--- src/design/bfa_pkg.sv ---
// bitmap frame allocator package: sizes, op codes, controller/datapath structs
// no dependencies
`default_nettype none
package bfa_pkg;
  localparam int FRAMES      = 1048576;
  localparam int FRAME_BYTES = 4096;
  localparam int FB_SHIFT    = $clog2(FRAME_BYTES);
  localparam int FRAME_W     = $clog2(FRAMES);
  localparam int CUR_W       = FRAME_W + 1;
  localparam int WORDS       = (FRAMES + 31) / 32;
  localparam int WORD_AW     = $clog2(WORDS);
  localparam int FREE_W      = 21;
  localparam int SPAN_W      = 32 - FB_SHIFT + 1;
  localparam int IN_W        = 72;
  localparam int OUT_W       = 56;

  localparam logic [1:0] OP_REL_REGION = 2'd0;
  localparam logic [1:0] OP_ALLOC      = 2'd1;
  localparam logic [1:0] OP_REL_FRAME  = 2'd2;

  typedef struct packed {
    logic clr;
    logic load;
    logic rd;
    logic ev;
    logic push;
  } cmd_t;

  typedef struct packed {
    logic clr_last;
    logic done;
    logic out_free;
  } sts_t;
endpackage
`default_nettype wire

--- src/design/bfa_ctrl.sv ---
// bitmap frame allocator controller: clear pass, word read/evaluate loop, result push
// depends on bfa_pkg
`default_nettype none
module bfa_ctrl (
  input  wire logic          clk_i,
  input  wire logic          rst_ni,
  input  wire logic          in_valid_i,
  output logic               in_ready_o,
  input  wire bfa_pkg::sts_t sts_i,
  output bfa_pkg::cmd_t      cmd_o
);
  typedef enum logic [2:0] {S_CLR, S_IDLE, S_RD, S_EV, S_OUT} state_e;
  state_e state_q;

  always_ff @(posedge clk_i or negedge rst_ni) begin
    if (!rst_ni) begin
      state_q <= S_CLR;
    end else begin
      case (state_q)
        S_CLR:  if (sts_i.clr_last) state_q <= S_IDLE;
        S_IDLE: if (in_valid_i) state_q <= S_RD;
        S_RD:   state_q <= S_EV;
        S_EV:   state_q <= sts_i.done ? S_OUT : S_RD;
        S_OUT:  if (sts_i.out_free) state_q <= S_IDLE;
        default: state_q <= S_IDLE;
      endcase
    end
  end

  always_comb begin
    in_ready_o = (state_q == S_IDLE);
    cmd_o.clr  = (state_q == S_CLR);
    cmd_o.load = (state_q == S_IDLE) && in_valid_i;
    cmd_o.rd   = (state_q == S_RD);
    cmd_o.ev   = (state_q == S_EV);
    cmd_o.push = (state_q == S_OUT) && sts_i.out_free;
  end
endmodule
`default_nettype wire

--- config.mk ---
export PLATFORM = sky130hd
export DESIGN_NAME = bfa_ctrl
export DESIGN_NICKNAME = d
export VERILOG_FILES = /design/src/design/bfa_pkg.sv /design/src/design/bfa_ctrl.sv
export SDC_FILE = /design/constraint.sdc
export NUM_CORES = 1
export LEC_CHECK = 0
export ABC_AREA = 0
export BUFFER_PORTS_ARGS = -buffer_cell sky130_fd_sc_hd__buf_2
export CAP_MARGIN = 5
export CORE_AREA = 2 2 39 41
export CTS_CLUSTER_SIZE = 20
export DETAILED_ROUTE_END_ITERATION = 10
export DIE_AREA = 0 0 41 43
export HOLD_SLACK_MARGIN = 0.12
export SLEW_MARGIN = 0
export SYNTH_ARGS = -nofsm -noshare
export SYNTH_HDL_FRONTEND = slang
export SYNTH_SLANG_ARGS = --single-unit
--- constraint.sdc ---
create_clock -name clk_i -period 1.1 [get_ports clk_i]
set_input_delay 0.165 -clock clk_i [delete_from_list [all_inputs] [get_ports clk_i]]
set_output_delay 0.165 -clock clk_i [all_outputs]
set_load 0.02 [all_outputs]
* After elaboration in Yosys (flattened, before gate mapping)
Index checks and enable logic that the tools add are counted.
Cells by class: eq/ne operators 7, multiplexer cells 5, reduce and logical (&&, ||, !) cells 4
Operators with widths (number):
- 3-bit one-hot mux with 5 select lines | 1
- 3-bit 2-to-1 mux | 4
- 3-bit by 2-bit equality test with 1-bit output, second input constant | 2
- 2-bit != test, second input constant | 3
- 3-bit by 1-bit equality test with 1-bit output, second input constant | 1
- 3-bit equality test, second input constant | 1
- 3-bit logical NOT | 1
- 3-bit AND reduction | 1
- 1-bit logical AND | 2
Storage, ports and cells: word-level logic and storage cells 17, register bits 3, bits of input ports 6

* Longest topological paths before layout
depth after elaboration 3, mapped depth 3

* Least setup slack after synthesis
No wires, ideal clock.
path kind reg-to-output, start point register state_q[2], end point output cmd_o[3] in the netlist's numbering, slack -210 ps, data arrival time 1145 ps, stages on the path, launching flop included 4, cells stage by stage dfrtp_1 -> buf_6 -> nor3b_2 -> and2_1
RTL lines:
- from (decl) | line bfa_ctrl.sv:13 | state_e state_q;
- from (signal assigned) | line bfa_ctrl.sv:23 | S_EV: state_q <= sts_i.done ? S_OUT : S_RD;
- to (decl) | line bfa_ctrl.sv:10 | output bfa_pkg::cmd_t cmd_o

==> impl_metrics.tcl <==
set metrics [dict create \
    die_h_um 43 \
    slew_viol_final 0 \
    synth_ff_type "dfrtp_1" \
    cts.htree.levels 1 \
    synth_top_area_cell "dfrtp_1" \
    vias 248 \
    outcome "finished, violations left" \
    drcViolationCount 0 \
    diodes 0 \
    grt_max_degree 7 \
    grt_pass1_vias 266 \
    overflow 0 \
    critPathSlowestCell "dfrtp_2" \
    fin_area_um2 457.9 \
    layout.nets 49 \
    clockBufferDepth 2 \
    synth_common_cells "buf_6 (3), dfrtp_1 (3), nor3_1 (2)" \
    finalHoldViolCount 0 \
    crit_fanout 5 \
    end_kind "output port" \
    final_antenna_net_count 0 \
    reg2reg_setup_slack_ns -0.05 \
    syn_avg_cell_area_um2 10.98 \
    grt_use_total_pct 10.46 \
    critPathMaxStageDelay_ns 0.44 \
    finalSetupViolCount 8 \
    synth_edf_count 0 \
    fin_skew_ns 0.006522 \
    timing.rr.end "state_q[2]" \
    postSynthCellCount 22 \
    regMostFlops "state_q" \
    synth_seq_area_share_pct 31.09 \
    min_period_ns 1.309 \
    path_cells "nor3b_4, and2_4, buf_6" \
    violations "setup timing" \
    ios 12 \
    worstHoldStart "sts_i[1]" \
    yosys.cell_types.count 17 \
    finalSetupTns_ns -1.126 \
    floorplan.initialDensity_pct 17.45 \
    async_flop_share_pct 100.0 \
    rows 14 \
    drtPass1Iterations 4 \
    drt_iter0_drc 6 \
    vias_per_cell 4.276 \
    synth_top_area_share_pct 31.09 \
    maxCapViolations 0 \
    antenna_found_initial 0 \
    place.gp.congestion 0.7235 \
    io_buffers 11 \
    dieWidth_um 41 \
    p_leak_nw 0.2030 \
    ys_seq_elements 3 \
    largest_registers "state_q x3" \
    yosysWarnings 0 \
    largest_reg_flops 3 \
    cts_buffers 3 \
    clock-sinks 3 \
    routed_wl_um 643 \
    grt_pass1_wl_mm 1.124 \
    cts_tree "yes" \
    core_um2 1384 \
    whs_path_depth 2 \
    synth_nets 28 \
    die_area_um2 1763 \
    drive_gt1_share_pct 76.19 \
    relSlewSlack_pct 84.15 \
    wl_per_cell_um 11.09 \
    p_per_area_nw_per_um2 2998 \
    rsz0062_at_grt "yes" \
    cp-start-kind "flip-flop" \
    filler_cell_count 145 \
    placed_area_um2 326.6 \
    syn_area_um2 241.5 \
    synth_area_leaders "dfrtp_1 (31%), buf_6 (14%), nor4b_4 (9.8%)" \
    syn_to_final_growth_pct 89.64 \
    clkTransAtPathRegs_ns 0.03 \
    hold_class "primary input to flip-flop" \
    period_share_pct 119.0 \
    clock.fmax_mhz 763.8 \
    insertion_delay_ns 0.24 \
    worst-r2r-cell-count 4 \
    crit_required_ns 0.94 \
    vdd_drop_max_mv 0.9043 \
    tightest_slew_ns 0.2368 \
    path_class "flip-flop to output port" \
    hold_end "state_q[2]" \
    cts_root_buf "clkbuf_4" \
    final.setup.worst_slack_ns -0.2092 \
    worstPathArrival_ns 1.14 \
    worstReg2RegStart "state_q[0]" \
]
-- through the flow --
step | util [%] | hold slack [ns] | power [mW] | cells | setup slack, ns
2_1_floorplan | - | -0.1306 | 0.7475 | 22 | -0.09073
3_3_place_gp | 23.60 | -0.03703 | 0.8808 | 50 | -0.03510
3_5_place_dp | 23.60 | -0.03611 | 0.8840 | 50 | -0.05515
4_1_cts | 31.46 | 0.1578 | 1.316 | 58 | -0.2168
5_1_grt | 33.09 | 0.1773 | 1.467 | 58 | -0.2562
6_report | 33.09 | 0.1609 | 1.373 | 58 | -0.2092
-- power breakdown --
part           internal (mW)  switching [mW]
clock                  0.136          0.0639
sequential             0.165          0.0769
combinational          0.519           0.411
total                  0.821           0.552
-- logic make-up after synthesis --
family	Yosys count	share of synthesized area (%)
AND/OR/NAND/NOR	10	35.75
AO/OA/AOI/OAI	5	17.62
buffers and inverters	4	15.54
flip-flops	3	31.09
-- timing repair --
item                                    4_1_cts  5_1_grt
endpoints found under the setup margin        7        9
hold buffers                                  1        0
pin swaps                                     5        1
setup buffers                                 3        0
resized for setup                            16        4
hold endpoints to repair                      3        0
-- cell usage in the layout, fill, tap and decap left out --
cell type	count
clkbuf_4	3
inv_1	1
nor3b_2	1
nor4b_4	1
nor3b_4	1
nor3_4	1
dlygate4sd3_1	1
buf_4	4
nor3_1	1
a21o_1	1
dfrtp_1	1
a21oi_1	1
nand2_1	1
a21bo_2	1
buf_6	8
and2_4	1
clkbuf_1	1
nor4_4	1
a211oi_2	1
buf_2	6
dfrtp_2	2
o21a_1	1
and3b_2	1
nand3b_1	1
-- worst max-delay path: cells and delay by family, from the launching register on --
family	cells	cell delay [ns]
flops	1	0.44
buf+inv	1	0.10
simple gates	2	0.37
-- how the worst max path moves through the flow --
stage	from	end	slack, ns	cells after the start
floorplan	state_q[1]	cmd_o[3]	-0.09	3
global placement	state_q[2]	cmd_o[3]	-0.04	3
detailed placement	state_q[2]	cmd_o[3]	-0.06	3
CTS	state_q[1]	cmd_o[1]	-0.22	3
global route	state_q[1]	cmd_o[3]	-0.26	3
finish	state_q[1]	cmd_o[3]	-0.21	3
-- area by class of cell --
class | count | area (um2) | area share (%)
Clock buffer | 4 | 26.28 | 5.738
Inverter | 1 | 3.754 | 0.8197
Multi-Input combinational cell | 15 | 170.2 | 37.16
Sequential cell | 3 | 77.57 | 16.94
Tap cell | 16 | 20.02 | 4.372
Timing Repair Buffer | 19 | 160.2 | 34.97
-- per-layer routing --
layer  up-vias  track usage, %  share of wire, %
met3         0           3.141               5.3
met5         -               0                 0
li1        118               -                 -
met4         0           12.00                 0
met1       117           12.62                40
met2        13           12.81                55
Note: power is estimated with default switching activity, not from simulation.
